<file path="config.mk">
export PLATFORM = sky130hd
export DESIGN_NAME = bitmask_dictionary_code_compressor_top
export DESIGN_NICKNAME = d
export VERILOG_FILES = /design/src/bdcc_pkg.sv /design/src/bdcc_ram.sv /design/src/bdcc_dp.sv /design/src/bdcc_ctrl.sv /design/src/bitmask_dictionary_code_compressor_top.sv
export VERILOG_INCLUDE_DIRS = /design/src /design/src/src
export SDC_FILE = /design/constraint.sdc
export NUM_CORES = 1
export LEC_CHECK = 0
export BUFFER_PORTS_ARGS = -buffer_cell sky130_fd_sc_hd__clkbuf_2
export CORE_AREA = 4 4 255 319
export DETAILED_ROUTE_END_ITERATION = 7
export DIE_AREA = 0 0 259 323
export HOLD_SLACK_MARGIN = 0.02
export SYNTH_ARGS = -nofsm -noshare
export SYNTH_HDL_FRONTEND = slang
export SYNTH_SLANG_ARGS = --single-unit
</file>
<file path="constraint.sdc">
create_clock -name i_clk -period 17.15 [get_ports i_clk]
set_clock_uncertainty 0.05 [all_clocks]
set_input_delay 0.8575 -clock i_clk [delete_from_list [all_inputs] [get_ports i_clk]]
set_output_delay 0.8575 -clock i_clk [all_outputs]
set_load 0.05 [all_outputs]
</file>
<file path="src/bitmask_dictionary_code_compressor_top_assert.svh">
// Assertion macros shared by the compressor modules.
// Both expect a clock named i_clk and an active-low reset named i_rst_n in scope.
`ifndef BITMASK_DICTIONARY_CODE_COMPRESSOR_TOP_ASSERT_SVH
`define BITMASK_DICTIONARY_CODE_COMPRESSOR_TOP_ASSERT_SVH

// Consequent checked in the same cycle as the antecedent.
`define BDCC_ASSERT_SAME(lbl, ante, cons, msg) \
    lbl: assert property (@(posedge i_clk) disable iff (!i_rst_n) (ante) |-> (cons)) \
        else $error(msg);

// Consequent checked in the cycle after the antecedent.
`define BDCC_ASSERT_NEXT(lbl, ante, cons, msg) \
    lbl: assert property (@(posedge i_clk) disable iff (!i_rst_n) (ante) |=> (cons)) \
        else $error(msg);

`endif

</file>
<file path="src/bdcc_pkg.sv">
// ----------------------------------------------------------------------------
// bdcc_pkg
// Shared types and codes of the bitmask dictionary code compressor.
// ----------------------------------------------------------------------------
`timescale 1ns / 1ps

package bdcc_pkg;

    localparam int WORD_W   = 32;
    localparam int CODE_W   = 35;
    localparam int LEN_W    = 6;
    localparam int FMT_W    = 3;
    localparam int IDXF_W   = 4;
    localparam int POS_W    = 5;
    localparam int MASK_W   = 4;
    localparam int REQ_W    = 2;

    // request types
    localparam logic [REQ_W-1:0] REQ_LOAD   = 2'd0;
    localparam logic [REQ_W-1:0] REQ_ENCODE = 2'd1;
    localparam logic [REQ_W-1:0] REQ_FLUSH  = 2'd2;

    // format codes
    localparam logic [FMT_W-1:0] FMT_RAW      = 3'b000;
    localparam logic [FMT_W-1:0] FMT_RUN      = 3'b001;
    localparam logic [FMT_W-1:0] FMT_BITMASK  = 3'b010;
    localparam logic [FMT_W-1:0] FMT_ONE      = 3'b011;
    localparam logic [FMT_W-1:0] FMT_TWO_ADJ  = 3'b100;
    localparam logic [FMT_W-1:0] FMT_FOUR_ADJ = 3'b101;
    localparam logic [FMT_W-1:0] FMT_TWO_ANY  = 3'b110;
    localparam logic [FMT_W-1:0] FMT_DIRECT   = 3'b111;

    // code lengths
    localparam logic [LEN_W-1:0] LEN_RAW     = 6'd35;
    localparam logic [LEN_W-1:0] LEN_RUN     = 6'd6;
    localparam logic [LEN_W-1:0] LEN_BITMASK = 6'd16;
    localparam logic [LEN_W-1:0] LEN_POS     = 6'd12;
    localparam logic [LEN_W-1:0] LEN_TWO_ANY = 6'd17;
    localparam logic [LEN_W-1:0] LEN_DIRECT  = 6'd7;

    // match kinds, in priority order
    localparam int KIND_DIRECT   = 0;
    localparam int KIND_ONE      = 1;
    localparam int KIND_TWO_ADJ  = 2;
    localparam int KIND_FOUR_ADJ = 3;
    localparam int KIND_BITMASK  = 4;
    localparam int KIND_TWO_ANY  = 5;
    localparam int NUM_KINDS     = 6;

    typedef enum logic [2:0] {
        ST_IDLE,
        ST_RUN_OUT,
        ST_SCAN,
        ST_DRAIN,
        ST_CODE_OUT
    } t_state;

    typedef struct packed {
        logic              accept;
        logic              scan_issue;
        logic [IDXF_W-1:0] scan_addr;
        logic              load_run;
        logic              run_last;
        logic              load_code;
    } t_dp_cmd;

    typedef struct packed {
        logic need_run;
        logic absorb;
        logic run_pending;
        logic pipe_busy;
        logic slot_free;
    } t_dp_sts;

    typedef struct packed {
        logic [IDXF_W-1:0] idx;
        logic [POS_W-1:0]  top;
        logic [POS_W-1:0]  low;
    } t_hit;

endpackage

</file>
<file path="src/bdcc_ram.sv">
// ----------------------------------------------------------------------------
// bdcc_ram
// Generic single-write, single-read RAM with registered read data.
// ----------------------------------------------------------------------------
`timescale 1ns / 1ps

module bdcc_ram #(
    parameter int WIDTH = 32,
    parameter int DEPTH = 16,
    localparam int AW   = (DEPTH > 1) ? $clog2(DEPTH) : 1
) (
    input  logic             i_clk,
    input  logic             i_we,
    input  logic [AW-1:0]    i_waddr,
    input  logic [WIDTH-1:0] i_wdata,
    input  logic [AW-1:0]    i_raddr,
    output logic [WIDTH-1:0] o_rdata
);

    logic [WIDTH-1:0] r_mem [DEPTH];
    logic [WIDTH-1:0] r_rdata;

    always_ff @(posedge i_clk) begin
        if (i_we) begin
            r_mem[i_waddr] <= i_wdata;
        end
        r_rdata <= r_mem[i_raddr];
    end

    assign o_rdata = r_rdata;

endmodule

</file>
<file path="src/bdcc_dp.sv">
// ----------------------------------------------------------------------------
// bdcc_dp
// Datapath: dictionary store, run state, match pipeline, code build and
// output register.
// ----------------------------------------------------------------------------
`timescale 1ns / 1ps
`include "bitmask_dictionary_code_compressor_top_assert.svh"

module bdcc_dp #(
    parameter int DICT_ENTRIES = 16,
    parameter int MAX_RUN      = 8
) (
    input  logic                              i_clk,
    input  logic                              i_rst_n,
    input  bdcc_pkg::t_dp_cmd                 i_cmd,
    output bdcc_pkg::t_dp_sts                 o_sts,
    input  logic [bdcc_pkg::REQ_W-1:0]        i_req_type,
    input  logic [bdcc_pkg::IDXF_W-1:0]       i_dict_index,
    input  logic [bdcc_pkg::WORD_W-1:0]       i_data_word,
    input  logic                              i_out_ready,
    output logic                              o_out_valid,
    output logic [bdcc_pkg::CODE_W-1:0]       o_code_bits,
    output logic [bdcc_pkg::LEN_W-1:0]        o_code_length,
    output logic [bdcc_pkg::FMT_W-1:0]        o_code_format,
    output logic                              o_last_code
);

    localparam int IDX_W = $clog2(DICT_ENTRIES);
    localparam int CNT_W = $clog2(MAX_RUN + 1);
    localparam int WW    = bdcc_pkg::WORD_W;
    localparam int PW    = bdcc_pkg::POS_W;

    // run state
    logic [WW-1:0]    r_prev_word;
    logic             r_prev_valid;
    logic [CNT_W-1:0] r_repeat_count;
    logic [WW-1:0]    r_word;
    logic [DICT_ENTRIES-1:0] r_entry_valid;

    logic same_word, absorb, need_run, index_ok, dict_we, enc_accept;
    logic [WW-1:0] ram_rdata;

    // match pipeline
    logic              r_p1_busy, r_p1_ev, r_p2_busy, r_p2_ev;
    logic [IDX_W-1:0]  r_p1_idx, r_p2_idx;
    logic [WW-1:0]     r_x;

    logic [PW-1:0] top_pos, low_pos, span;
    logic [WW-1:0] y1, y2;
    logic          nz, four_run;
    logic [bdcc_pkg::NUM_KINDS-1:0] cond;

    logic [bdcc_pkg::NUM_KINDS-1:0] r_hit;
    bdcc_pkg::t_hit                 r_hit_info [bdcc_pkg::NUM_KINDS];
    logic [WW-1:0]                  r_bm_x;

    // code build
    logic [bdcc_pkg::CODE_W-1:0] code_bits;
    logic [bdcc_pkg::LEN_W-1:0]  code_len;
    logic [bdcc_pkg::FMT_W-1:0]  code_fmt;
    logic [CNT_W-1:0]            run_minus;
    logic [PW-1:0]               pos_a, pos_b;
    logic [bdcc_pkg::MASK_W-1:0] bm_mask;
    bdcc_pkg::t_hit              hi;

    // output register
    logic                        r_out_valid, r_out_last;
    logic [bdcc_pkg::CODE_W-1:0] r_out_bits;
    logic [bdcc_pkg::LEN_W-1:0]  r_out_len;
    logic [bdcc_pkg::FMT_W-1:0]  r_out_fmt;
    logic                        slot_free;

    assign enc_accept = i_cmd.accept && (i_req_type == bdcc_pkg::REQ_ENCODE);
    assign same_word  = r_prev_valid && (i_data_word == r_prev_word);
    assign absorb     = same_word && (r_repeat_count < CNT_W'(MAX_RUN));
    assign need_run   = (r_repeat_count >= CNT_W'(MAX_RUN)) ||
                        ((r_repeat_count != '0) && !same_word);
    assign index_ok   = ({1'b0, i_dict_index} < (bdcc_pkg::IDXF_W + 1)'(DICT_ENTRIES));
    assign dict_we    = i_cmd.accept && (i_req_type == bdcc_pkg::REQ_LOAD) && index_ok;
    assign slot_free  = !r_out_valid || i_out_ready;

    assign o_sts.need_run    = need_run;
    assign o_sts.absorb      = absorb;
    assign o_sts.run_pending = (r_repeat_count != '0);
    assign o_sts.pipe_busy   = r_p1_busy || r_p2_busy;
    assign o_sts.slot_free   = slot_free;

    bdcc_ram #(
        .WIDTH (WW),
        .DEPTH (DICT_ENTRIES)
    ) u_dict (
        .i_clk   (i_clk),
        .i_we    (dict_we),
        .i_waddr (i_dict_index[IDX_W-1:0]),
        .i_wdata (i_data_word),
        .i_raddr (i_cmd.scan_addr[IDX_W-1:0]),
        .o_rdata (ram_rdata)
    );

    // valid bits, run state and captured word
    always_ff @(posedge i_clk) begin
        if (!i_rst_n) begin
            r_entry_valid  <= '0;
            r_prev_word    <= '0;
            r_prev_valid   <= 1'b0;
            r_repeat_count <= '0;
        end else begin
            if (dict_we) begin
                r_entry_valid[i_dict_index[IDX_W-1:0]] <= 1'b1;
            end
            if (enc_accept) begin
                r_prev_word  <= i_data_word;
                r_prev_valid <= 1'b1;
                if (absorb) begin
                    r_repeat_count <= r_repeat_count + 1'b1;
                end
            end
            if (i_cmd.load_run) begin
                r_repeat_count <= '0;
            end
        end
    end

    always_ff @(posedge i_clk) begin
        if (enc_accept) begin
            r_word <= i_data_word;
        end
    end

    // two pipeline stages behind the RAM read
    always_ff @(posedge i_clk) begin
        if (!i_rst_n) begin
            r_p1_busy <= 1'b0;
            r_p2_busy <= 1'b0;
        end else begin
            r_p1_busy <= i_cmd.scan_issue;
            r_p2_busy <= r_p1_busy;
        end
    end

    always_ff @(posedge i_clk) begin
        r_p1_ev  <= r_entry_valid[i_cmd.scan_addr[IDX_W-1:0]];
        r_p1_idx <= i_cmd.scan_addr[IDX_W-1:0];
        r_p2_ev  <= r_p1_ev;
        r_p2_idx <= r_p1_idx;
        r_x      <= r_word ^ ram_rdata;
    end

    // classify the difference word of one entry
    always_comb begin
        top_pos = '0;
        low_pos = '0;
        for (int i = 0; i < WW; i++) begin
            if (r_x[i]) top_pos = PW'(i);
        end
        for (int i = WW - 1; i >= 0; i--) begin
            if (r_x[i]) low_pos = PW'(i);
        end
    end

    assign nz       = |r_x;
    assign span     = top_pos - low_pos;
    assign four_run = |(r_x & (r_x >> 1) & (r_x >> 2) & (r_x >> 3));
    assign y1       = r_x & (r_x - 1'b1);
    assign y2       = y1 & (y1 - 1'b1);

    always_comb begin
        cond = '0;
        cond[bdcc_pkg::KIND_DIRECT]   = !nz;
        cond[bdcc_pkg::KIND_ONE]      = nz && (span == PW'(0));
        cond[bdcc_pkg::KIND_TWO_ADJ]  = nz && (span == PW'(1));
        cond[bdcc_pkg::KIND_FOUR_ADJ] = nz && (span == PW'(3)) && four_run;
        cond[bdcc_pkg::KIND_BITMASK]  = nz && (top_pos >= PW'(3)) && (span <= PW'(3));
        cond[bdcc_pkg::KIND_TWO_ANY]  = (y1 != '0) && (y2 == '0);
    end

    // keep the first entry that hits each kind
    always_ff @(posedge i_clk) begin
        if (!i_rst_n) begin
            r_hit <= '0;
        end else if (enc_accept) begin
            r_hit <= '0;
        end else if (r_p2_busy && r_p2_ev) begin
            r_hit <= r_hit | cond;
        end
    end

    always_ff @(posedge i_clk) begin
        for (int k = 0; k < bdcc_pkg::NUM_KINDS; k++) begin
            if (r_p2_busy && r_p2_ev && cond[k] && !r_hit[k]) begin
                r_hit_info[k] <= '{idx: bdcc_pkg::IDXF_W'(r_p2_idx), top: top_pos,
                                   low: low_pos};
            end
        end
        if (r_p2_busy && r_p2_ev && cond[bdcc_pkg::KIND_BITMASK] &&
            !r_hit[bdcc_pkg::KIND_BITMASK]) begin
            r_bm_x <= r_x;
        end
    end

    // build the code of the best kind, or a raw code when no kind hit
    always_comb begin
        hi        = r_hit_info[bdcc_pkg::KIND_DIRECT];
        code_bits = bdcc_pkg::CODE_W'(r_word);
        code_len  = bdcc_pkg::LEN_RAW;
        code_fmt  = bdcc_pkg::FMT_RAW;
        if (r_hit[bdcc_pkg::KIND_DIRECT]) begin
            hi = r_hit_info[bdcc_pkg::KIND_DIRECT];
        end else if (r_hit[bdcc_pkg::KIND_ONE]) begin
            hi = r_hit_info[bdcc_pkg::KIND_ONE];
        end else if (r_hit[bdcc_pkg::KIND_TWO_ADJ]) begin
            hi = r_hit_info[bdcc_pkg::KIND_TWO_ADJ];
        end else if (r_hit[bdcc_pkg::KIND_FOUR_ADJ]) begin
            hi = r_hit_info[bdcc_pkg::KIND_FOUR_ADJ];
        end else if (r_hit[bdcc_pkg::KIND_BITMASK]) begin
            hi = r_hit_info[bdcc_pkg::KIND_BITMASK];
        end else if (r_hit[bdcc_pkg::KIND_TWO_ANY]) begin
            hi = r_hit_info[bdcc_pkg::KIND_TWO_ANY];
        end
        pos_a   = PW'(31) - hi.top;
        pos_b   = PW'(31) - hi.low;
        bm_mask = bdcc_pkg::MASK_W'(r_bm_x >> (hi.top - PW'(3)));
        if (r_hit[bdcc_pkg::KIND_DIRECT]) begin
            code_bits = bdcc_pkg::CODE_W'({bdcc_pkg::FMT_DIRECT, hi.idx});
            code_len  = bdcc_pkg::LEN_DIRECT;
            code_fmt  = bdcc_pkg::FMT_DIRECT;
        end else if (r_hit[bdcc_pkg::KIND_ONE]) begin
            code_bits = bdcc_pkg::CODE_W'({bdcc_pkg::FMT_ONE, pos_a, hi.idx});
            code_len  = bdcc_pkg::LEN_POS;
            code_fmt  = bdcc_pkg::FMT_ONE;
        end else if (r_hit[bdcc_pkg::KIND_TWO_ADJ]) begin
            code_bits = bdcc_pkg::CODE_W'({bdcc_pkg::FMT_TWO_ADJ, pos_a, hi.idx});
            code_len  = bdcc_pkg::LEN_POS;
            code_fmt  = bdcc_pkg::FMT_TWO_ADJ;
        end else if (r_hit[bdcc_pkg::KIND_FOUR_ADJ]) begin
            code_bits = bdcc_pkg::CODE_W'({bdcc_pkg::FMT_FOUR_ADJ, pos_a, hi.idx});
            code_len  = bdcc_pkg::LEN_POS;
            code_fmt  = bdcc_pkg::FMT_FOUR_ADJ;
        end else if (r_hit[bdcc_pkg::KIND_BITMASK]) begin
            code_bits = bdcc_pkg::CODE_W'({bdcc_pkg::FMT_BITMASK, pos_a, bm_mask, hi.idx});
            code_len  = bdcc_pkg::LEN_BITMASK;
            code_fmt  = bdcc_pkg::FMT_BITMASK;
        end else if (r_hit[bdcc_pkg::KIND_TWO_ANY]) begin
            code_bits = bdcc_pkg::CODE_W'({bdcc_pkg::FMT_TWO_ANY, pos_a, pos_b, hi.idx});
            code_len  = bdcc_pkg::LEN_TWO_ANY;
            code_fmt  = bdcc_pkg::FMT_TWO_ANY;
        end
    end

    assign run_minus = r_repeat_count - 1'b1;

    // output register
    always_ff @(posedge i_clk) begin
        if (!i_rst_n) begin
            r_out_valid <= 1'b0;
        end else if (i_cmd.load_run || i_cmd.load_code) begin
            r_out_valid <= 1'b1;
        end else if (i_out_ready) begin
            r_out_valid <= 1'b0;
        end
    end

    always_ff @(posedge i_clk) begin
        if (i_cmd.load_run) begin
            r_out_bits <= bdcc_pkg::CODE_W'({bdcc_pkg::FMT_RUN, 3'(run_minus)});
            r_out_len  <= bdcc_pkg::LEN_RUN;
            r_out_fmt  <= bdcc_pkg::FMT_RUN;
            r_out_last <= i_cmd.run_last;
        end else if (i_cmd.load_code) begin
            r_out_bits <= code_bits;
            r_out_len  <= code_len;
            r_out_fmt  <= code_fmt;
            r_out_last <= 1'b1;
        end
    end

    assign o_out_valid   = r_out_valid;
    assign o_code_bits   = r_out_bits;
    assign o_code_length = r_out_len;
    assign o_code_format = r_out_fmt;
    assign o_last_code   = r_out_last;

    `BDCC_ASSERT_SAME(a_run_has_count, i_cmd.load_run, r_repeat_count != '0,
        "run code sent with no repeats pending")
    `BDCC_ASSERT_SAME(a_code_after_drain, i_cmd.load_code, !(r_p1_busy || r_p2_busy),
        "code built before the match pipeline drained")
    `BDCC_ASSERT_SAME(a_load_free_slot, i_cmd.load_run || i_cmd.load_code, slot_free,
        "result written over an untaken result")
    `BDCC_ASSERT_NEXT(a_absorb_bounded, enc_accept && absorb,
        (r_repeat_count != '0) && (r_repeat_count <= CNT_W'(MAX_RUN)),
        "repeat count out of range after a repeat")

endmodule

</file>
<file path="src/bdcc_ctrl.sv">
// ----------------------------------------------------------------------------
// bdcc_ctrl
// Controller: request decode, run emission, dictionary scan and code emission.
// ----------------------------------------------------------------------------
`timescale 1ns / 1ps
`include "bitmask_dictionary_code_compressor_top_assert.svh"

module bdcc_ctrl #(
    parameter int DICT_ENTRIES = 16
) (
    input  logic                       i_clk,
    input  logic                       i_rst_n,
    input  logic                       i_in_valid,
    input  logic [bdcc_pkg::REQ_W-1:0] i_req_type,
    output logic                       o_in_ready,
    input  bdcc_pkg::t_dp_sts          i_sts,
    output bdcc_pkg::t_dp_cmd          o_cmd
);

    localparam int IDX_W = $clog2(DICT_ENTRIES);

    bdcc_pkg::t_state r_state, n_state;
    logic [IDX_W-1:0] r_scan, n_scan;
    logic             r_flush, n_flush;

    always_ff @(posedge i_clk) begin
        if (!i_rst_n) begin
            r_state <= bdcc_pkg::ST_IDLE;
            r_scan  <= '0;
            r_flush <= 1'b0;
        end else begin
            r_state <= n_state;
            r_scan  <= n_scan;
            r_flush <= n_flush;
        end
    end

    always_comb begin
        n_state    = r_state;
        n_scan     = r_scan;
        n_flush    = r_flush;
        o_cmd      = '0;
        o_in_ready = 1'b0;
        unique case (r_state)
            bdcc_pkg::ST_IDLE: begin
                o_in_ready = 1'b1;
                if (i_in_valid) begin
                    o_cmd.accept = 1'b1;
                    case (i_req_type)
                        bdcc_pkg::REQ_ENCODE: begin
                            if (i_sts.absorb) begin
                                n_state = bdcc_pkg::ST_IDLE;
                            end else if (i_sts.need_run) begin
                                n_flush = 1'b0;
                                n_state = bdcc_pkg::ST_RUN_OUT;
                            end else begin
                                n_scan  = '0;
                                n_state = bdcc_pkg::ST_SCAN;
                            end
                        end
                        bdcc_pkg::REQ_FLUSH: begin
                            if (i_sts.run_pending) begin
                                n_flush = 1'b1;
                                n_state = bdcc_pkg::ST_RUN_OUT;
                            end
                        end
                        default: begin
                            n_state = bdcc_pkg::ST_IDLE;
                        end
                    endcase
                end
            end
            bdcc_pkg::ST_RUN_OUT: begin
                if (i_sts.slot_free) begin
                    o_cmd.load_run = 1'b1;
                    o_cmd.run_last = r_flush;
                    if (r_flush) begin
                        n_state = bdcc_pkg::ST_IDLE;
                    end else begin
                        n_scan  = '0;
                        n_state = bdcc_pkg::ST_SCAN;
                    end
                end
            end
            bdcc_pkg::ST_SCAN: begin
                o_cmd.scan_issue = 1'b1;
                o_cmd.scan_addr  = bdcc_pkg::IDXF_W'(r_scan);
                if (r_scan == IDX_W'(DICT_ENTRIES - 1)) begin
                    n_state = bdcc_pkg::ST_DRAIN;
                end else begin
                    n_scan = r_scan + 1'b1;
                end
            end
            bdcc_pkg::ST_DRAIN: begin
                if (!i_sts.pipe_busy) begin
                    n_state = bdcc_pkg::ST_CODE_OUT;
                end
            end
            bdcc_pkg::ST_CODE_OUT: begin
                if (i_sts.slot_free) begin
                    o_cmd.load_code = 1'b1;
                    n_state         = bdcc_pkg::ST_IDLE;
                end
            end
            default: begin
                n_state = bdcc_pkg::ST_IDLE;
            end
        endcase
    end

    `BDCC_ASSERT_NEXT(a_absorb_stays_idle,
        o_cmd.accept && (i_req_type == bdcc_pkg::REQ_ENCODE) && i_sts.absorb,
        o_in_ready, "repeated word left the idle state")

endmodule

</file>
<file path="src/bitmask_dictionary_code_compressor_top.sv">
// ----------------------------------------------------------------------------
// bitmask_dictionary_code_compressor_top
// Load and repeated-word requests give no result; a flush gives a run code only when one is pending.
// Encode: the code is written to the output register after the scan of all entries and the
// match pipeline drain, a pending run code going first; a new request is taken only once
// the code is written, since the scan reads one entry per cycle from the RAM port.
// Reset clears valid bits, run state and control; the dictionary RAM keeps data.
// ----------------------------------------------------------------------------
`timescale 1ns / 1ps

// Compresses 32-bit words against a small dictionary.
//
// Request flow (one request at a time):
//  - load:   write the entry into the dictionary RAM and set its valid bit.
//  - encode: a repeat of the previous word only bumps the run count while it is below
//            MAX_RUN. Any other word first drops a pending run code into the output
//            register, then scans every entry, one per cycle, through a two-stage match
//            pipeline that keeps the first hitting entry of each code kind.
//            After the pipeline drains the best kind is built into a code.
//  - flush:  send the pending run code, if any.
//
// The output register parts the two sides: a new request is taken while a
// result still waits downstream, and the controller holds only when it has a
// second result to write into a full register.

module bitmask_dictionary_code_compressor_top #(
    parameter int DICT_ENTRIES = 16,
    parameter int MAX_RUN      = 8
) (
    input  logic        i_clk,
    input  logic        i_rst_n,
    // request channel
    input  logic        s_axis_tvalid,
    output logic        s_axis_tready,
    input  logic [39:0] s_axis_tdata,   // [3:0] dict_index, [35:4] data_word, rest zero
    input  logic [1:0]  s_axis_tuser,   // [1:0] req_type
    // code channel
    output logic        m_axis_tvalid,
    input  logic        m_axis_tready,
    output logic [47:0] m_axis_tdata,   // [34:0] code_bits, [40:35] code_length, rest zero
    output logic [2:0]  m_axis_tuser,   // [2:0] code_format
    output logic        m_axis_tlast    // last_code
);

    bdcc_pkg::t_dp_cmd cmd;
    bdcc_pkg::t_dp_sts sts;

    logic [bdcc_pkg::CODE_W-1:0] code_bits;
    logic [bdcc_pkg::LEN_W-1:0]  code_length;

    // sequence requests and results
    bdcc_ctrl #(
        .DICT_ENTRIES (DICT_ENTRIES)
    ) u_ctrl (
        .i_clk      (i_clk),
        .i_rst_n    (i_rst_n),
        .i_in_valid (s_axis_tvalid),
        .i_req_type (s_axis_tuser),
        .o_in_ready (s_axis_tready),
        .i_sts      (sts),
        .o_cmd      (cmd)
    );

    // dictionary, match pipeline and output register
    bdcc_dp #(
        .DICT_ENTRIES (DICT_ENTRIES),
        .MAX_RUN      (MAX_RUN)
    ) u_dp (
        .i_clk         (i_clk),
        .i_rst_n       (i_rst_n),
        .i_cmd         (cmd),
        .o_sts         (sts),
        .i_req_type    (s_axis_tuser),
        .i_dict_index  (s_axis_tdata[3:0]),
        .i_data_word   (s_axis_tdata[35:4]),
        .i_out_ready   (m_axis_tready),
        .o_out_valid   (m_axis_tvalid),
        .o_code_bits   (code_bits),
        .o_code_length (code_length),
        .o_code_format (m_axis_tuser),
        .o_last_code   (m_axis_tlast)
    );

    // pack the result, zero padding at the top
    assign m_axis_tdata = {7'd0, code_length, code_bits};

endmodule
</file>
==> run_results.csv, run 1 <==
group,metric,value,unit
cts,clkTransAtPathRegs,60,ps
sta,final_max_slew_viol_count,0,
critical_path,cp.depth,19,
synth,syn_avg_cell_area,13.2,µm²
synth,ys_ff_latch,832,
sta,finalHoldViolCount,0,
cts,cts_buffers,82,
place,placed_cells,3671,
synth,netlist_instances,2659,
cts,htree_levels,3,
detailed_routing,first_pass_iters,5,
critical_path,cp-start-kind,"register",
synth,synth_edf_count,650,
hold_path,worstHoldPathType,"reg -> reg",
sta,post-route-min-period,6320,ps
sta,setup_viol,0,
floorplan,die_area,83700,µm²
detailed_routing,post-route-drc-count,0,
detailed_routing,initialDrtViolationCount,1998,
critical_path,crit_family,"compound AO/OA/AOI/OAI gates",
critical_path,cp_max_fo,33,
cts,cts_tree,"yes",
floorplan,die_h,323,µm
sta,rsz0062_at_grt,"no",
hold_path,hold-path-cell-count,0,
place,io_buffer_count,85,
critical_path,critPathMostFrequentCell,"a21oi_1",
sta,worstMarginPinSlew,1420,ps
floorplan,die_x,259,µm
final_layout,final_common_cell,"edfxtp_1",
place,hpwlAfterDp,59.1,mm
detailed_routing,finalWirelength,97.0,mm
synth,async_flop_share,0,%
cts,ctsLongestPathBuffers,3,
critical_path,cp_data_required_time,17380,ps
detailed_routing,viasPerCell,5.89,
synth,synthFlopType,"edfxtp_1",
power_and_ir_drop,ir_drop,0.0767,mV
detailed_routing,wl_met3,4.99,mm
synth,ys.warnings.count,0,
critical_path,critPathKind,"reg -> reg",
floorplan,rows,115,
sta,post-route-period-util,36.9,%
outcome,status,"finished clean",
global_routing,grt_pass1_vias,22600,
final_layout,drive_above_1_share,16.9,%
floorplan,ios,100,
critical_path,endpoint_kind,"register",
critical_path,cp_cell_sequence,"nor2b_1 > o21ai_0 > a21oi_1 > o21ai_0 > a21oi_1 > o21bai_1 > a2111oi_0 > o221ai_1 > a31oi_1 > ha_1 > inv_1 > fa_1 > a21o_1 > a21oi_1 > xnor2_1 > a21oi_1 > or3_1 > nor3_2 > buf_4",
final_layout,layout_common_cells,"650 x edfxtp_1, 205 x nand2_1, 204 x a21oi_1",
final_layout,nNetsFinal,2760,
synth,seq_area_frac_synth,66.2,%
cts,cts_resized,0,
final_layout,fillers,6738,
power_and_ir_drop,power_density,124,nW/µm²
final_layout,syn_to_final_growth,12.4,%
detailed_routing,dr.max_layer_used,"met4",
floorplan,initial_utilization,44.6,%
cts,cts_root_buf,"clkbuf_16",
cts,cts_sinks,832,
global_routing,antenna_found_initial,2,
final_layout,fin_cells,3825,
detailed_routing,vias,22500,
place,gp_congestion,0.876,
cts,post_cts_buffers,0,
floorplan,core_area,78400,µm²
critical_path,reg2reg_depth,19,
critical_path,arrival,6550,ps
detailed_routing,wl_met2,49.2,mm
sta,max_freq,158,MHz
synth,syn_area,35000,µm²
detailed_routing,wl_met1,39.3,mm
sta,finalSetupTns,0,ps
critical_path,critPathBufInv,2,
sta,slew_headroom,4.60,%
detailed_routing,ant_nets,0,
power_and_ir_drop,p_leak,13.0,nW
critical_path,critPathMaxStageDelay,830,ps
cts,postCtsHoldBufs,0,
detailed_routing,post_drt_wl_per_cell,25.4,µm
global_routing,grt_overflow_total,0,
cts,clkLatencyLatePin,640,ps
synth,ys_types,91,
power_and_ir_drop,finalPower,4.89,mW
global_routing,grt_pass1_wl,144,mm
run,max-cap-violations,0,
critical_path,slowest_stage,"a2111oi_0",
global_routing,track_usage,22.8,%
global_routing,grt_max_degree,71,
layer usage:
metal / up-vias / global-route usage, %
met2: 714 / 40.0
met3: 189 / 2.95
li1: 10200 / -
met4: 0 / 8.79
met5: - / 0
met1: 11400 / 28.8
report_power, final:
| part | leakage, nW | switching [mW] | internal (mW) |
|---|---|---|---|
| clock | 1.34 | 0.757 | 1.06 |
| combinational | 4.25 | 0.474 | 0.203 |
| sequential | 7.37 | 0.123 | 2.27 |
path summary, 6_finish.rpt:
path / startpoint / end / slack [ps]
worst max-delay path: u_dp.r_x[31] / u_dp.r_bm_x[28] / 10830
worst max register to register: u_dp.r_x[31] / u_dp.r_bm_x[28] / 10830
worst min-delay path: u_dp.r_p1_idx[0] / u_dp.r_p2_idx[0] / 270
worst min register to register: u_dp.r_p1_idx[0] / u_dp.r_p2_idx[0] / 270
layout make-up:
cell class / instances / area, µm² / area share (%)
antenna: 2 / 5.00 / 0.0127
clock buffer: 131 / 2450 / 6.22
clock inverter: 21 / 283 / 0.719
inverter: 37 / 139 / 0.353
multi-input combinational: 1607 / 11100 / 28.2
sequential: 832 / 23200 / 59.0
tap: 1053 / 1320 / 3.35
timing repair buffer: 142 / 853 / 2.17
cell families after synthesis:
family                   after synthesis  synth area share (%)
AO/OA/AOI/OAI                        703                  13.1
XOR/XNOR                              76                  1.90
other                                  1                0.0107
buffers and inverters                229                  2.68
flip-flops                           832                  66.2
multiplexers                         245                  7.79
adder cells (fa/ha/maj)               17                 0.594
AND/OR/NAND/NOR                      556                  7.69
registers in the layout, indices dropped and copies added, names as in the netlist, 3 cells and up:
register	count
u_dp.r_p2_idx	4
u_dp.r_hit	6
u_dp.r_repeat_count	4
u_dp.r_word	32
u_dp.o_code_bits	32
u_dp.r_p1_idx	4
u_dp.r_entry_valid	16
u_dp.u_dict.o_rdata	32
u_dp.r_prev_word	32
u_dp.o_code_length	6
u_ctrl.r_scan	4
u_dp.r_bm_x	32
u_ctrl.r_state	3
u_dp.u_dict.r_mem	512
u_dp.o_code_format	3
u_dp.r_hit_info	70
u_dp.r_x	32
cells in the mapped netlist, types with 7 or more instances:
library cell | n | share of area (%)
a211oi_1 | 16 | 0.34
a21boi_0 | 38 | 0.82
a21o_1 | 8 | 0.17
a21oi_1 | 204 | 2.9
a221o_1 | 7 | 0.20
a221oi_1 | 46 | 1.2
a22o_1 | 18 | 0.45
a31oi_1 | 51 | 0.91
and2_1 | 10 | 0.18
buf_1 | 23 | 0.25
buf_2 | 9 | 0.13
buf_4 | 10 | 0.21
clkbuf_1 | 146 | 1.6
dfxtp_1 | 182 | 10
edfxtp_1 | 650 | 56
ha_1 | 11 | 0.39
inv_1 | 33 | 0.35
mux2_2 | 137 | 4.4
mux2i_1 | 100 | 2.9
mux4_2 | 8 | 0.51
nand2_1 | 208 | 2.2
nand2b_1 | 12 | 0.21
nand3_1 | 58 | 0.83
nand4_1 | 15 | 0.27
nor2_1 | 104 | 1.1
nor2b_1 | 48 | 0.86
nor3_1 | 34 | 0.49
nor4_1 | 11 | 0.20
o21a_1 | 23 | 0.49
o21ai_0 | 132 | 1.9
o21ai_1 | 7 | 0.10
o221ai_1 | 38 | 0.95
o22ai_1 | 11 | 0.20
o31a_1 | 7 | 0.18
o31ai_1 | 45 | 0.97
or3_1 | 8 | 0.14
or4_1 | 10 | 0.21
xnor2_1 | 38 | 0.95
xor2_1 | 38 | 0.95
metrics by stage:
step | hold WS (ps) | setup slack (ps) | utilization [%] | area, µm²
detailed placement | 263 | 10790 | 46.6 | 36600
global route | 276 | 10510 | 50.1 | 39300
floorplan | 260 | 10160 | - | 35000
finish | 268 | 10830 | 50.1 | 39300
global placement | 261 | 10810 | 46.6 | 36600
CTS | 270 | 10760 | 50.1 | 39300
Note: power is estimated with default switching activity, not from simulation.
==> run 2: changes to the inputs <==
- ABC_AREA: default -> 1
- CORE_AREA: 4 4 255 319 -> 4 4 251 315
- DIE_AREA: 0 0 259 323 -> 0 0 255 319
- clock period: 17.15 -> 5.2 ns (I/O delays scaled with it)
==> run 2 against run 1 <==
Against the previous run: clock-buffer cell count is 8 lower; area after synthesis is 2.7% lower; register-to-register slack worse by 10000 ps; global-route usage is 0.13 points lower; via count is 2.7% higher; critical endpoint is now u_dp.r_hit_info[3][13]; largest power group unchanged.
==> run_results.csv, run 2 <==
group,metric,value,unit
sta,setup_viol,0,
sta,whs,60.9,ps
global_routing,grt_max_degree,189,
detailed_routing,initialDrtViolationCount,2343,
power_and_ir_drop,ir_drop,0.243,mV
sta,finalSetupTns,0,ps
hold_path,worstHoldPathType,"in -> reg",
place,pre_cts_slack,227,ps
cts,cts_sinks,835,
global_routing,grt_overflow_total,0,
floorplan,die_x,255,µm
synth,synth_edf_count,653,
critical_path,r2r-end,"u_dp.r_hit_info[3][13]",
floorplan,rows,113,
cts,cts_tree,"yes",
detailed_routing,post_drt_wl_per_cell,23.4,µm
critical_path,critPathMaxStageDelay,370,ps
place,hpwlAfterDp,58.0,mm
detailed_routing,ant_nets,0,
synth,synthFlopType,"edfxtp_1",
floorplan,die_h,319,µm
final_layout,drive_above_1_share,11.8,%
final_layout,largest_register_ffs,512,
synth,syn_area,34000,µm²
synth,synth_top_area_share,57.6,%
hold_path,hold-path-cell-count,1,
final_layout,final_common_cell,"edfxtp_1",
cts,cts_buffers,81,
final_layout,reg_top3,"u_dp.u_dict.r_mem: 512 flops, u_dp.r_hit_info: 73 flops",
synth,netlist_instances,2884,
synth,async_flop_share,0,%
synth,seq_area_frac_synth,68.3,%
power_and_ir_drop,p_leak,13.3,nW
detailed_routing,post-route-drc-count,0,
sta,max_freq,210,MHz
critical_path,cp_max_fo,7,
global_routing,grt_pass1_vias,22600,
cts,clkLatencyLatePin,630,ps
synth,synthTopCellsByArea,"edfxtp_1 58%, dfxtp_1 11%, o21ai_0 6.1%, nor2_1 4.1%, o21bai_1 2.9%",
synth,ys.warnings.count,0,
global_routing,grt_pass1_wl,140,mm
critical_path,reg2reg_depth,35,
synth,synth_top_cell_by_area,"edfxtp_1",
sta,final_max_slew_viol_count,0,
critical_path,reg2reg_from,"u_dp.r_x[31]",
floorplan,core_area,75800,µm²
place,gp_congestion,0.896,
sta,post-route-min-period,4750,ps
critical_path,endpoint_kind,"register",
sta,finalHoldViolCount,0,
sta,rsz0062_at_grt,"no",
global_routing,antenna_found_initial,3,
synth,synth_most_common_cell,"edfxtp_1",
synth,ys_ff_latch,835,
cts,clkTransAtPathRegs,60,ps
critical_path,critPathMostFrequentCell,"nand2_1",
sta,post-route-period-util,91.4,%
cts,cts_root_buf,"clkbuf_16",
cts,ctsLongestPathBuffers,3,
synth,ys_types,60,
synth,syn_avg_cell_area,11.8,µm²
sta,slew_headroom,21.9,%
critical_path,slowest_stage,"fa_2",
sta,layout_setup_ws,446,ps
final_layout,syn_to_final_growth,12.9,%
detailed_routing,viasPerCell,5.78,
floorplan,die_area,81300,µm²
final_layout,layout_common_cells,"653 x edfxtp_1, 412 x o21ai_0, 346 x nor2_1",
critical_path,r2r_setup_slack,450,ps
cts,htree_levels,3,
critical_path,critPathKind,"reg -> reg",
final_layout,nNetsFinal,3021,
power_and_ir_drop,power_density,371,nW/µm²
outcome,status,"finished clean",
floorplan,ios,100,
detailed_routing,vias,23200,
final_layout,regMostFlops,"u_dp.u_dict.r_mem",
hold_path,hp-start,"s_axis_tdata[17]",
place,io_buffer_count,85,
critical_path,arrival,5040,ps
run,max-cap-violations,0,
critical_path,cp-start-kind,"register",
global_routing,track_usage,22.6,%
detailed_routing,first_pass_iters,5,
hold_path,min_to,"u_dp.u_dict.r_mem[13][13]",
final_layout,fillers,6492,
detailed_routing,finalWirelength,93.9,mm
critical_path,cp_data_required_time,5480,ps
synth,synth_common_cells,"653 x edfxtp_1, 417 x o21ai_0, 369 x nor2_1",
sta,worstMarginPinSlew,1170,ps
floorplan,initial_utilization,44.9,%
run 2: changes by cell type in the layout (fill, tap and decap cells not counted), sizes merged, moves of 48 or more:
cell	delta
o211ai	+119
a32o	+48
o21bai	+128
inv	+137
nor2b	-48
o21ai	+289
mux2i	-99
nor2	+278
a21oi	-108
mux2	-137
run 2: timing repair:
action | CTS | global route
setup buffers | 0 | 1
resized for setup | 0 | 15
hold endpoints to repair | 25 | 0
endpoints found under the setup margin | 0 | 82
hold buffers | 4 | 0
run 2: logic make-up after synthesis:
group | share of synthesized area [%]
AOI/OAI and AO/OA | 17.2
DFF | 68.3
and+or+nand+nor | 8.61
buffers and inverters | 3.89
xor gates and xnor gates | 1.49
adders and majority gates | 0.463
other | 0.0110
muxes | 0.0294
run 2: area by class of cell:
| class | instances | area (µm²) | share of cell area, % |
|---|---|---|---|
| Sequential cell | 835 | 23300 | 60.5 |
| Multi-Input combinational cell | 1718 | 9680 | 25.2 |
| Clock buffer | 123 | 2450 | 6.38 |
| Tap cell | 977 | 1220 | 3.18 |
| Timing Repair Buffer | 149 | 973 | 2.53 |
| Inverter | 178 | 679 | 1.77 |
| Clock inverter | 25 | 170 | 0.443 |
| Antenna cell | 3 | 7.51 | 0.0195 |
run 2: per-layer routing:
| metal | GRT usage [%] | share of wire (%) |
|---|---|---|
| met5 | 0 | 0.014 |
| met1 | 28.9 | 41 |
| met4 | 8.16 | 3.6 |
| met3 | 3.39 | 5.5 |
| met2 | 39.2 | 50 |
run 2: critical path: cells and delay by family, from the launching register on:
family | cells | cell delay, ps
buffers and inverters | 5 | 530
flip-flops | 1 | 340
AND/OR/NAND/NOR | 14 | 1210
XOR/XNOR | 1 | 80
adder cells (fa/ha/maj) | 2 | 530
AO/OA/AOI/OAI | 13 | 1700
run 2: stage by stage:
step	utilization, %	instance area (µm²)	power [mW]	instances
finish	50.7	38400	14.2	4008
global route	50.7	38400	14.7	4005
CTS	50.7	38400	14.3	4003
detailed placement	47.1	35700	8.59	3851
global placement	47.1	35700	8.57	3851
floorplan	-	34100	8.20	2893
run 2: how the worst max path moves through the flow:
stage | from | endpoint | slack, ps | depth (start not counted)
finish | u_dp.r_x[31] | u_dp.r_hit_info[3][13] | 450 | 35
global route | u_dp.r_x[31] | u_dp.r_hit_info[3][13] | 7 | 35
CTS | u_dp.r_x[31] | u_dp.r_hit_info[3][13] | 190 | 35
detailed placement | u_dp.r_x[31] | u_dp.r_hit_info[3][11] | 230 | 35
global placement | u_dp.r_x[31] | u_dp.r_hit_info[3][12] | 260 | 35
floorplan | u_dp.r_x[31] | u_dp.r_bm_x[0] | 40 | 31
run 2: report_power, final:
| group | internal (mW) | switching (mW) | leakage [nW] | total (mW) |
|---|---|---|---|---|
| combinational | 0.256 | 0.759 | 4.67 | 1.02 |
| clock | 3.31 | 2.48 | 1.29 | 5.79 |
| sequential | 7.33 | 0.107 | 7.33 | 7.44 |
| total | 10.9 | 3.35 | 13.3 | 14.2 |
==> run 3: changes to the inputs <==
- CTS_CLUSTER_SIZE: default -> 25
- clock period: 5.2 -> 4.4 ns (I/O delays scaled with it)
==> run 3 against run 2 <==
Against the previous run: combinational power grew 24%; power rose by 18%; non-clock buffer count is 74 higher; highest routed layer unchanged; global-route usage decreased by 0.30 points; final area grew 2.3%; largest power group unchanged; clock power is 17% higher; register-to-register slack worse by 420 ps; sequential power rose by 18%; hold slack improved by 5.0 ps; via count increased by 0.57%; setup slack got worse by 420 ps; fmax rose by 8.6%.
==> run_results.csv, run 3 (synthesis gave the netlist of run 2 again) <==
group,metric,value,unit
final_layout,ff_latch_area,23300,µm²
detailed_routing,first_pass_iters,6,
floorplan,core_area,75800,µm²
final_layout,drive_above_1_share,13.6,%
critical_path,critPathKind,"reg -> reg",
sta,final_max_slew_viol_count,0,
final_layout,largest_register_ffs,512,
power_and_ir_drop,power_density,428,nW/µm²
global_routing,grt_pass1_vias,23100,
cts,cts_buffers,81,
power_and_ir_drop,p_leak,13.7,nW
final_layout,reg_top3,"u_dp.u_dict.r_mem: 512 flops, u_dp.r_hit_info: 73 flops",
floorplan,die_x,255,µm
floorplan,rows,113,
critical_path,critPathMostFrequentCell,"nand2_1",
detailed_routing,post-route-drc-count,0,
critical_path,reg2reg_from,"u_dp.r_x[31]",
critical_path,endpoint_kind,"register",
final_layout,fillers,6457,
hold_path,hp-start,"s_axis_tdata[12]",
sta,max_freq,229,MHz
detailed_routing,ant_nets,0,
place,pre_cts_slack,-0.582,ps
critical_path,cp_max_fo,7,
detailed_routing,post_drt_wl_per_cell,22.7,µm
detailed_routing,finalWirelength,92.7,mm
final_layout,nNetsFinal,3095,
place,hpwlAfterDp,57.9,mm
power_and_ir_drop,finalPower,16.8,mW
cts,htree_levels,3,
sta,layout_setup_ws,24.2,ps
final_layout,final_common_cell,"edfxtp_1",
run,max-cap-violations,0,
cts,clkLatencyLatePin,640,ps
sta,finalHoldViolCount,0,
place,gp_congestion,0.892,
detailed_routing,wl_met3,4.66,mm
outcome,status,"finished clean",
critical_path,crit_start,"u_dp.r_x[31]",
critical_path,arrival,4680,ps
global_routing,antenna_found_initial,3,
sta,post-route-min-period,4380,ps
detailed_routing,vias,23300,
detailed_routing,wl_met2,47.7,mm
cts,cts_sinks,835,
power_and_ir_drop,ir_drop,0.234,mV
final_layout,layout_common_cells,"653 x edfxtp_1, 411 x o21ai_0, 343 x nor2_1",
hold_path,worstHoldPathType,"in -> reg",
critical_path,cp_data_required_time,4710,ps
critical_path,cp-start-kind,"register",
sta,worstMarginPinSlew,1130,ps
global_routing,grt_pass1_wl,139,mm
critical_path,slowest_stage,"fa_2",
detailed_routing,initialDrtViolationCount,2327,
sta,post-route-period-util,99.5,%
floorplan,die_h,319,µm
detailed_routing,dr.max_layer_used,"met5",
global_routing,grt_max_degree,192,
sta,rsz0062_at_grt,"yes",
final_layout,fin_util,51.9,%
cts,cts_root_buf,"clkbuf_16",
final_layout,syn_to_final_growth,15.5,%
floorplan,initial_utilization,44.9,%
global_routing,grt_overflow_total,0,
final_layout,multi_input_area,9730,µm²
sta,slew_headroom,24.4,%
floorplan,ios,100,
detailed_routing,wl_met1,37.6,mm
cts,clkTransAtPathRegs,60,ps
floorplan,die_area,81300,µm²
detailed_routing,viasPerCell,5.70,
sta,setup_viol,0,
cts,ctsLongestPathBuffers,3,
cts,cts_tree,"yes",
global_routing,track_usage,22.3,%
place,io_buffer_count,85,
critical_path,critPathMaxStageDelay,360,ps
final_layout,regMostFlops,"u_dp.u_dict.r_mem",
-- run 3: cell types whose count changed in the layout (fill, tap and decap cells not counted), moves of 4 or more --
cell and change:
dlygate4sd3_1 +15, buf_12 +9, clkbuf_8 -8, nand2_1 -4
clkinv_1 +7, buf_4 +38, buf_6 +4
-- run 3: final cells by class --
cell class	count	share of cell area (%)
Sequential cell	835	59.2
Multi-Input combinational cell	1718	24.8
Clock buffer	115	5.85
Timing Repair Buffer	223	4.59
Tap cell	977	3.11
Inverter	178	1.73
Clock inverter	37	0.780
Antenna cell	2	0.0127
-- run 3: repair_timing --
| item | 4_1_cts | 5_1_grt |
|---|---|---|
| cloned | 0 | 7 |
| hold buffers | 19 | 0 |
| gates resized for setup | 1 | 20 |
| buffers inserted | 0 | 3 |
| pin swaps | 2 | 3 |
| hold endpoints to repair | 229 | 0 |
| setup endpoints to repair | 30 | 83 |
-- run 3: path summary, 6_finish.rpt --
kind                               to  slack (ps)  cells after the start
max reg2reg     u_dp.r_hit_info[3][6]          20                     34
min reg2reg          u_dp.r_p2_idx[2]         280                      0
min          u_dp.u_dict.r_mem[14][8]          70                      1
max             u_dp.r_hit_info[3][6]          20                     34
-- run 3: routing by layer --
metal / GRT usage [%] / up-vias
li1: - / 10800
met1: 28.5 / 11600
met2: 39.7 / 719
met3: 2.67 / 169
met4: 7.18 / 2
met5: 0 / -
-- run 3: power by group --
part           switching (mW)  internal, mW  leakage (nW)
registers               0.112          8.67          7.33
clock network            2.92          3.84          1.27
logic                   0.914         0.343          5.08
total                    3.95          12.9          13.7
-- run 3: stage by stage --
stage	cell area (µm²)	setup TNS, ps	hold WS (ps)	instances
2_1_floorplan	34100	-1960	260	2893
3_3_place_gp	36200	0	260	3902
3_5_place_dp	36200	-3.15	262	3902
4_1_cts	39000	0	31.1	4073
5_1_grt	39300	-21860	49.8	4083
6_report	39300	0	65.9	4085
-- run 3: worst max-delay path: cells and delay by family (launching register included) --
family / cells / cell delay (ps)
fa+ha+maj: 2 / 550
compound gates: 11 / 1280
xor+xnor: 1 / 120
buf+inv: 5 / 500
simple gates: 15 / 1300
flops: 1 / 330
